**config.mk**
```make
export PLATFORM = sky130hd
export DESIGN_NAME = energy_meter_response_decoder
export DESIGN_NICKNAME = d
export VERILOG_FILES = /design/src/sv/emrd_pkg.sv /design/src/sv/emrd_front.sv /design/src/sv/emrd_fifo.sv /design/src/sv/emrd_back.sv /design/src/sv/energy_meter_response_decoder.sv
export VERILOG_INCLUDE_DIRS = /design/src /design/src/sv
export SDC_FILE = /design/constraint.sdc
export NUM_CORES = 1
export LEC_CHECK = 0
export ABC_AREA = 1
export BUFFER_PORTS_ARGS = -buffer_cell sky130_fd_sc_hd__buf_2
export CAP_MARGIN = 40
export CORE_AREA = 2 2 331 333
export CTS_BUF_LIST = sky130_fd_sc_hd__clkbuf_4
export DETAILED_ROUTE_END_ITERATION = 16
export DIE_AREA = 0 0 333 335
export GPL_TIMING_DRIVEN = 0
export PLACE_DENSITY = 0.41
export SETUP_SLACK_MARGIN = 0.4
export SLEW_MARGIN = 10
export SYNTH_ARGS = -nofsm -noshare
export SYNTH_HDL_FRONTEND = slang
export SYNTH_HIERARCHICAL = 1
export SYNTH_SLANG_ARGS = --single-unit
```
**constraint.sdc**
```tcl
create_clock -name clk -period 18.5 [get_ports clk]
set_input_delay 2.775 -clock clk [delete_from_list [all_inputs] [get_ports clk]]
set_output_delay 2.775 -clock clk [all_outputs]
set_load 0.02 [all_outputs]
```
**src/sv/energy_meter_response_decoder_assert.svh**
```systemverilog
// ---------------------------------------------------------------------------
// Assertion macros for the energy meter response decoder
// Clocked, reset-qualified property wrappers shared by the RTL modules.
// ---------------------------------------------------------------------------
`ifndef ENERGY_METER_RESPONSE_DECODER_ASSERT_SVH
`define ENERGY_METER_RESPONSE_DECODER_ASSERT_SVH

// Check a property on every clock edge outside reset.
`define EMRD_ASSERT(lbl, prop, msg) \
  lbl: assert property (@(posedge clk) disable iff (!rst_n) (prop)) else $error(msg);

// Check that a condition in one cycle implies another in the next cycle.
`define EMRD_ASSERT_NEXT(lbl, ante, cons, msg) \
  lbl: assert property (@(posedge clk) disable iff (!rst_n) (ante) |=> (cons)) else $error(msg);

`endif

```
**src/sv/emrd_pkg.sv**
```systemverilog
// ---------------------------------------------------------------------------
// emrd_pkg
// Shared types, constants and the CRC-16 byte update for the decoder.
// ---------------------------------------------------------------------------
package emrd_pkg;

  localparam int unsigned FRAME_BYTES_DEF = 27;
  localparam logic [15:0] CRC_INIT        = 16'hFFFF;
  localparam logic [15:0] CRC_POLY        = 16'hA001;
  localparam int unsigned PAYLOAD_FIRST   = 3;
  localparam int unsigned PAYLOAD_DEPTH   = 21;
  localparam int unsigned PAYLOAD_END     = PAYLOAD_FIRST + PAYLOAD_DEPTH;
  localparam int unsigned COUNT_W         = 5;
  localparam logic [COUNT_W-1:0] COUNT_MAX = 5'd31;
  localparam int unsigned QDEPTH          = 2;   // power of two
  localparam int unsigned QPTR_W          = $clog2(QDEPTH);
  localparam int unsigned QCNT_W          = $clog2(QDEPTH + 1);
  localparam int unsigned OUT_DATA_W      = 176;
  localparam int unsigned OUT_USER_W      = 2;

  typedef logic [PAYLOAD_DEPTH-1:0][7:0] payload_t;

  // Frame summary handed from the front end to the result stage.
  typedef struct packed {
    logic [15:0]        crc;
    logic [15:0]        tail;
    logic [COUNT_W-1:0] count;
    payload_t           payload;
  } frame_t;

  // Reflected CRC-16, one byte: eight shift/xor steps on 16 bits.
  function automatic logic [15:0] crc16_byte(input logic [15:0] crc, input logic [7:0] b);
    logic [15:0] c;
    c = crc ^ {8'h00, b};
    for (int k = 0; k < 8; k++) begin
      c = c[0] ? ((c >> 1) ^ CRC_POLY) : (c >> 1);
    end
    return c;
  endfunction

endpackage

```
**src/sv/emrd_front.sv**
```systemverilog
// ---------------------------------------------------------------------------
// emrd_front
// Byte intake: running CRC, byte count, two-byte tail and payload capture.
// ---------------------------------------------------------------------------
module emrd_front (
  input  logic            clk,
  input  logic            rst_n,
  input  logic            in_valid,
  output logic            in_ready,
  input  logic [7:0]      in_byte,
  input  logic            in_last,
  input  logic            q_full,
  output logic            push,
  output emrd_pkg::frame_t push_item
);

  logic [15:0]                   crc_r, crc_nxt, crc_step;
  logic [15:0]                   tail_r, tail_nxt, tail_step;
  logic [emrd_pkg::COUNT_W-1:0]  pos_r, pos_nxt, cnt_step;
  emrd_pkg::payload_t            payload_r, payload_nxt;
  logic [emrd_pkg::COUNT_W-1:0]  wr_idx;
  logic                          store_en;
  logic                          accept;

  assign in_ready = !q_full;
  assign accept   = in_valid && in_ready;

  always_comb begin
    crc_step  = (pos_r >= 5'd2) ? emrd_pkg::crc16_byte(crc_r, tail_r[15:8]) : crc_r;
    tail_step = {tail_r[7:0], in_byte};
    cnt_step  = (pos_r == emrd_pkg::COUNT_MAX) ? emrd_pkg::COUNT_MAX : pos_r + 5'd1;
    store_en  = (pos_r >= emrd_pkg::COUNT_W'(emrd_pkg::PAYLOAD_FIRST)) &&
                (pos_r <  emrd_pkg::COUNT_W'(emrd_pkg::PAYLOAD_END));
    wr_idx    = pos_r - emrd_pkg::COUNT_W'(emrd_pkg::PAYLOAD_FIRST);
    payload_nxt = payload_r;
    if (store_en) begin
      payload_nxt[wr_idx] = in_byte;
    end
    // restart the frame state after the final byte
    if (accept && in_last) begin
      crc_nxt  = emrd_pkg::CRC_INIT;
      tail_nxt = '0;
      pos_nxt  = '0;
    end else if (accept) begin
      crc_nxt  = crc_step;
      tail_nxt = tail_step;
      pos_nxt  = cnt_step;
    end else begin
      crc_nxt  = crc_r;
      tail_nxt = tail_r;
      pos_nxt  = pos_r;
    end
  end

  assign push              = accept && in_last;
  assign push_item.crc     = crc_step;
  assign push_item.tail    = tail_step;
  assign push_item.count   = cnt_step;
  assign push_item.payload = payload_nxt;

  always_ff @(posedge clk) begin
    if (!rst_n) begin
      crc_r  <= emrd_pkg::CRC_INIT;
      tail_r <= '0;
      pos_r  <= '0;
    end else begin
      crc_r  <= crc_nxt;
      tail_r <= tail_nxt;
      pos_r  <= pos_nxt;
    end
  end

  always_ff @(posedge clk) begin
    if (accept) begin
      payload_r <= payload_nxt;
    end
  end

`include "energy_meter_response_decoder_assert.svh"
  `EMRD_ASSERT_NEXT(a_frame_restart, accept && in_last, pos_r == '0 && crc_r == emrd_pkg::CRC_INIT, "frame state not restored")
  `EMRD_ASSERT(a_push_room, !push || !q_full, "frame pushed into a full queue")

endmodule

```
**src/sv/emrd_fifo.sv**
```systemverilog
// ---------------------------------------------------------------------------
// emrd_fifo
// Short frame queue between the byte intake and the result stage.
// ---------------------------------------------------------------------------
module emrd_fifo (
  input  logic             clk,
  input  logic             rst_n,
  input  logic             push,
  input  emrd_pkg::frame_t push_item,
  input  logic             pop,
  output emrd_pkg::frame_t head,
  output logic             full,
  output logic             empty
);

  emrd_pkg::frame_t                mem_r [emrd_pkg::QDEPTH];
  logic [emrd_pkg::QPTR_W-1:0]     wr_ptr_r, rd_ptr_r;
  logic [emrd_pkg::QCNT_W-1:0]     cnt_r, cnt_nxt;

  assign full  = (cnt_r == emrd_pkg::QCNT_W'(emrd_pkg::QDEPTH));
  assign empty = (cnt_r == '0);
  assign head  = mem_r[rd_ptr_r];

  always_comb begin
    cnt_nxt = cnt_r;
    if (push && !pop) begin
      cnt_nxt = cnt_r + 1'b1;
    end else if (pop && !push) begin
      cnt_nxt = cnt_r - 1'b1;
    end
  end

  always_ff @(posedge clk) begin
    if (!rst_n) begin
      wr_ptr_r <= '0;
      rd_ptr_r <= '0;
      cnt_r    <= '0;
    end else begin
      if (push) begin
        wr_ptr_r <= wr_ptr_r + 1'b1;
      end
      if (pop) begin
        rd_ptr_r <= rd_ptr_r + 1'b1;
      end
      cnt_r <= cnt_nxt;
    end
  end

  always_ff @(posedge clk) begin
    if (push) begin
      mem_r[wr_ptr_r] <= push_item;
    end
  end

`include "energy_meter_response_decoder_assert.svh"
  `EMRD_ASSERT(a_no_underflow, !pop || !empty, "pop from empty queue")
  `EMRD_ASSERT(a_cnt_bound, cnt_r <= emrd_pkg::QCNT_W'(emrd_pkg::QDEPTH), "queue count overrun")

endmodule

```
**src/sv/emrd_back.sv**
```systemverilog
// ---------------------------------------------------------------------------
// emrd_back
// Result stage: CRC and length verdicts, field extraction, output register.
// ---------------------------------------------------------------------------
module emrd_back #(
  parameter int unsigned FRAME_BYTES = emrd_pkg::FRAME_BYTES_DEF
) (
  input  logic                               clk,
  input  logic                               rst_n,
  input  emrd_pkg::frame_t                   head,
  input  logic                               empty,
  output logic                               pop,
  output logic                               out_valid,
  input  logic                               out_ready,
  output logic [emrd_pkg::OUT_DATA_W-1:0]    out_data,
  output logic [emrd_pkg::OUT_USER_W-1:0]    out_user
);

  logic                            valid_r;
  logic [emrd_pkg::OUT_DATA_W-1:0] data_r, data_nxt;
  logic [emrd_pkg::OUT_USER_W-1:0] user_r, user_nxt;
  logic [15:0]                     recv;
  logic                            crc_ok, frame_ok, full;
  emrd_pkg::payload_t              p;

  assign pop = !empty && (!valid_r || out_ready);

  always_comb begin
    p        = head.payload;
    recv     = {head.tail[7:0], head.tail[15:8]};
    crc_ok   = (head.count > 5'd2) && (recv == head.crc);
    frame_ok = crc_ok && (head.count == emrd_pkg::COUNT_W'(FRAME_BYTES));
    full     = head.count >= emrd_pkg::COUNT_W'(emrd_pkg::PAYLOAD_END);
    user_nxt = {crc_ok, frame_ok};
    data_nxt = '0;
    data_nxt[4:0] = head.count;
    // zero the measurements of a short frame
    if (full) begin
      data_nxt[20:5]    = {p[0], p[1]};
      data_nxt[36:21]   = {p[2], p[3]};
      data_nxt[52:37]   = {p[4], p[5]};
      data_nxt[60:53]   = p[6];
      data_nxt[84:61]   = {p[7], p[8], p[9]};
      data_nxt[108:85]  = {p[10], p[11], p[12]};
      data_nxt[140:109] = {p[13], p[14], p[15], p[16]};
      data_nxt[172:141] = {p[17], p[18], p[19], p[20]};
    end
  end

  always_ff @(posedge clk) begin
    if (!rst_n) begin
      valid_r <= 1'b0;
    end else if (pop) begin
      valid_r <= 1'b1;
    end else if (out_ready) begin
      valid_r <= 1'b0;
    end
  end

  always_ff @(posedge clk) begin
    if (pop) begin
      data_r <= data_nxt;
      user_r <= user_nxt;
    end
  end

  assign out_valid = valid_r;
  assign out_data  = data_r;
  assign out_user  = user_r;

`include "energy_meter_response_decoder_assert.svh"
  `EMRD_ASSERT(a_frame_needs_crc, !valid_r || !user_r[0] || user_r[1], "frame_ok without crc_ok")
  `EMRD_ASSERT(a_crc_needs_len, !valid_r || !user_r[1] || (data_r[4:0] > 5'd2), "crc_ok on a frame of two bytes or fewer")

endmodule

```
**src/sv/energy_meter_response_decoder.sv**
```systemverilog
// ---------------------------------------------------------------------------
// energy_meter_response_decoder
// Modbus RTU measurement reply decoder with CRC-16 and length check.
// ---------------------------------------------------------------------------
// Feed one reply byte per transaction on the in_ side, with in_tlast on the
// final byte. The block takes one byte every clock cycle while in_tready is
// high: the CRC-16 update of a byte is xor logic in the intake, so the intake
// never waits on itself. Every frame gives exactly one result transaction; its
// summary passes through the two-entry frame queue, then the output register.
// in_tready drops only when two finished frames sit in the queue (they pile
// up while out_tready low holds the output register); bytes of the next
// frame keep flowing while a result waits. The CRC covers every byte but the
// trailing two, which must hold the CRC low byte first. Measurement fields
// read as zero when the frame is shorter than 24 bytes; byte_count saturates
// at 31.
// ---------------------------------------------------------------------------
module energy_meter_response_decoder #(
  parameter int unsigned FRAME_BYTES = emrd_pkg::FRAME_BYTES_DEF  // 26 to 31
) (
  input  logic         clk,
  input  logic         rst_n,
  // byte intake
  input  logic         in_tvalid,
  output logic         in_tready,
  input  logic [7:0]   in_tdata,   // [7:0] rx_byte
  input  logic         in_tlast,   // last_byte
  // frame results
  output logic         out_tvalid,
  input  logic         out_tready,
  // [4:0] byte_count, [20:5] voltage_raw, [36:21] current_raw,
  // [52:37] frequency_raw, [60:53] power_factor_raw (signed),
  // [84:61] active_power_raw (signed), [108:85] apparent_power_raw,
  // [140:109] energy_forward_raw, [172:141] energy_reverse_raw, [175:173] zero
  output logic [175:0] out_tdata,
  output logic [1:0]   out_tuser   // [0] frame_ok, [1] crc_ok
);

  logic             push, pop, q_full, q_empty;
  emrd_pkg::frame_t push_item, head;

  // intake: count, CRC, tail and payload capture
  emrd_front u_front (
    .clk       (clk),
    .rst_n     (rst_n),
    .in_valid  (in_tvalid),
    .in_ready  (in_tready),
    .in_byte   (in_tdata),
    .in_last   (in_tlast),
    .q_full    (q_full),
    .push      (push),
    .push_item (push_item)
  );

  // decouple intake from a stalled result channel
  emrd_fifo u_fifo (
    .clk       (clk),
    .rst_n     (rst_n),
    .push      (push),
    .push_item (push_item),
    .pop       (pop),
    .head      (head),
    .full      (q_full),
    .empty     (q_empty)
  );

  // verdicts, field unpacking and the output register
  emrd_back #(
    .FRAME_BYTES (FRAME_BYTES)
  ) u_back (
    .clk       (clk),
    .rst_n     (rst_n),
    .head      (head),
    .empty     (q_empty),
    .pop       (pop),
    .out_valid (out_tvalid),
    .out_ready (out_tready),
    .out_data  (out_tdata),
    .out_user  (out_tuser)
  );

endmodule

```
==> results.toml <==
[logic_synthesis]
ys_seq_area_share_pct = 72.8
ys_ff_latch = 796
synth_area_leaders = "edfxtp_1, mux2_4, nand2_1"
syn_avg_cell_area_um2 = 14.5
netlist.area_leader.share_pct = 70.2
synth_area_um2 = 32200
synth.distinct_cells = 40
syn_inst = 2223
ys_warn_count = 6
yosysTopAreaCell = "edfxtp_1"

[setup_path]
start_kind = "input pin"
worstPathMaxFanout = 25
crit_start = "in_tvalid"
required_ns = 19.23
r2r_start = "u_fifo/cnt_r[1]"
critical_path_class = "input pin to flip-flop"
arrival_ns = 5.87
cp-end-kind = "flip-flop"

[cts]
clk_pin_slew_ns = 0.06
htreeDepth = 4
cts_buffers = 216
clk_latency_ns = 1.11
cts_root_buf = "clkbuf_4"
clockBufferDepth = 3
holdBufCountCts = 0
ctsResizeCount = 0
cts_tree = "yes"
clock_sinks = 796
cts_setup_buffers = 0

[sta]
post-route-period-util_pct = 27.8
fin_ws_ns = 13.36
slew_headroom_pct = 44.8
period_minus_slack_ns = 5.14
worst_pin_slew_ns = 0.828
grt_setup_unrepaired = "false"
timing.hold.ws_ns = 0.488
hold_viol = 0
clock_skew_ns = 0.0905
drv_slew = 0
setup_viol = 0
fin_setup_tns_ns = 0
fmax_mhz = 194

[global_route]
met1_usage_pct = 17.9
grt_pass1_wl_um = 116000
antenna_found_initial = 7
met2_usage_pct = 23.1
use_met3_pct = 3.51
grt.total_usage_pct = 14.0
grt_overflow = 0
grt_max_degree = 79
busiest_layer = "met2"
grt_pass1_vias = 18896

[power]
clockPowerShare_pct = 26.9
swShare_pct = 32.3
fin_total_pwr_w = 0.00588
p_int_w = 0.00398
p_leak_nw = 15.1
p_per_area_nw_per_um2 = 153
comb_power_share_pct = 28.5
seqPwrFrac_pct = 44.6
power.net_switching_w = 0.00190
ir_drop_mv = 0.0758

[floorplan]
dieWidth_um = 333
fp.dieH_um = 335
dieArea_um2 = 112000
rows = 121
core_area_um2 = 108000
initial_core_util_pct = 29.8
io-pin-count = 193

[finish]
num-fill-cells = 10662
final_layout_size_suffix_gt1_share_pct = 31.1
syn2layout_area_growth_pct = 19.5
multi_input_area_um2 = 7030
layout.area.seq_um2 = 23500
nNetsFinal = 2688

[drt]
drtIter0Drc = 939
wl_per_cell_um = 18.4
drc_errors = 0
vias_per_cell = 4.29
drt_wl_total_um = 78300
via_count = 18275
ant_nets = 0
dr.pass1.iters = 5

[placement]
pre_cts_ws_ns = 12.22
gp_congestion = 0.761
dp_hpwl_um = 51600
port_buffers = 189

[outcome]
status = "completed"

[run]
drv_cap = 0

[hold_path]
holdCritStartpoint = "u_front/tail_r[12]"
min_path_type = "flip-flop to flip-flop"
-- power groups by stage --
stage	sequential, W	clock [W]	combinational, W
after floorplan	0.00298	0	0.000871
after global placement	0.00286	0	0.00160
after detailed placement	0.00267	0	0.00171
after CTS	0.00263	0.00166	0.00172
after global routing	0.00266	0.00175	0.00183
final	0.00263	0.00158	0.00168
-- cell type report --
type,instances,area share [%]
repair buffers,226,4.29
flip-flops and latches,796,60.9
clock buffers,313,6.10
inverters,253,2.48
well taps,1414,4.59
multi-input cells,1065,18.3
plain buffers,111,2.09
diodes,3,0.0195
clock inverters,81,1.24
-- placed cells by master, fill, tap and decap left out, drive strengths merged --
| cell type | count |
|---|---|
| a211oi | 1 |
| a21boi | 1 |
| a21oi | 29 |
| a31oi | 4 |
| buf | 309 |
| bufinv | 4 |
| clkbuf | 341 |
| clkinv | 70 |
| clkinvlp | 1 |
| conb | 3 |
| dfxtp | 43 |
| diode | 3 |
| edfxtp | 753 |
| ha | 6 |
| inv | 259 |
| mux2 | 205 |
| nand2 | 354 |
| nand3 | 14 |
| nand4 | 4 |
| nor2 | 230 |
| nor3 | 1 |
| o211ai | 8 |
| o21a | 112 |
| o21ai | 82 |
| o22ai | 1 |
| o31ai | 1 |
| or3 | 1 |
| xnor2 | 5 |
| xor2 | 3 |
-- Yosys cell counts, drive strengths merged --
cell type    n
nand2      354
nor3         1
mux2       205
o21a       112
or3          1
inv        251
dfxtp       43
a21boi       1
nand3       14
o21ai       82
nand4        4
o211ai       8
nor2       230
edfxtp     753
conb         1
buf         83
o22ai        1
clkinv       2
a31oi        4
a21oi       29
clkbuf      28
a211oi       1
o31ai        1
xnor2        5
ha           6
xor2         3
-- cells by family after synthesis --
kind of cell | count (synthesis) | share of synthesized area, %
flops | 796 | 72.8
mux | 205 | 8.91
fa+ha+maj | 6 | 0.233
other cells | 1 | 0.0116
simple gates | 604 | 7.62
buf+inv | 364 | 5.44
compound gates | 239 | 4.72
xor+xnor | 8 | 0.241
-- layer usage --
layer  share of wire (%)  routed length (µm)  vias up
met5                   0                   0        -
met2                  48               37700      467
li1                    -                   -     8769
met1                  45               35300     8918
met3                 4.8                3760      121
met4                 1.9                1450        0
-- path summary, 6_finish.rpt --
check	to	slack, ns	depth (start not counted)
max	u_fifo/mem_r[0][48]	13.36	11
min	u_front/tail_r[12]	0.49	2
max reg2reg	u_fifo/mem_r[0][48]	14.66	13
min reg2reg	u_front/tail_r[12]	0.49	2
-- flip-flops by register name (all words and copies together), names as in the netlist, named ones only --
register           cells
u_back/out_user        2
u_fifo/wr_ptr_r        1
u_fifo/rd_ptr_r        1
u_fifo/cnt_r           2
u_fifo/mem_r         410
u_front/tail_r        16
u_front/crc_r         16
u_back/out_data      173
u_front/payload_r    168
u_back/out_valid       1
u_front/pos_r          5
-- through the flow --
step,area (µm²),std cells,util [%]
3_3_place_gp,35000,3828,32.3
2_1_floorplan,32200,2225,-
5_1_grt,38500,4260,35.6
4_1_cts,38500,4259,35.6
3_5_place_dp,35700,3865,33.0
6_report,38500,4262,35.6
-- worst max-delay path, cell delays in order --
cell and delay [ns]:
buf_2 0.07, nand2_1 0.16, clkbuf_1 0.34, clkbuf_1 0.46, nor2_1 0.35, inv_1 0.12, nor2_4 0.60, buf_12 0.28
buf_12 0.22, buf_12 0.22, buf_12 0.22
No activity file was read; power rests on OpenSTA's default activity.
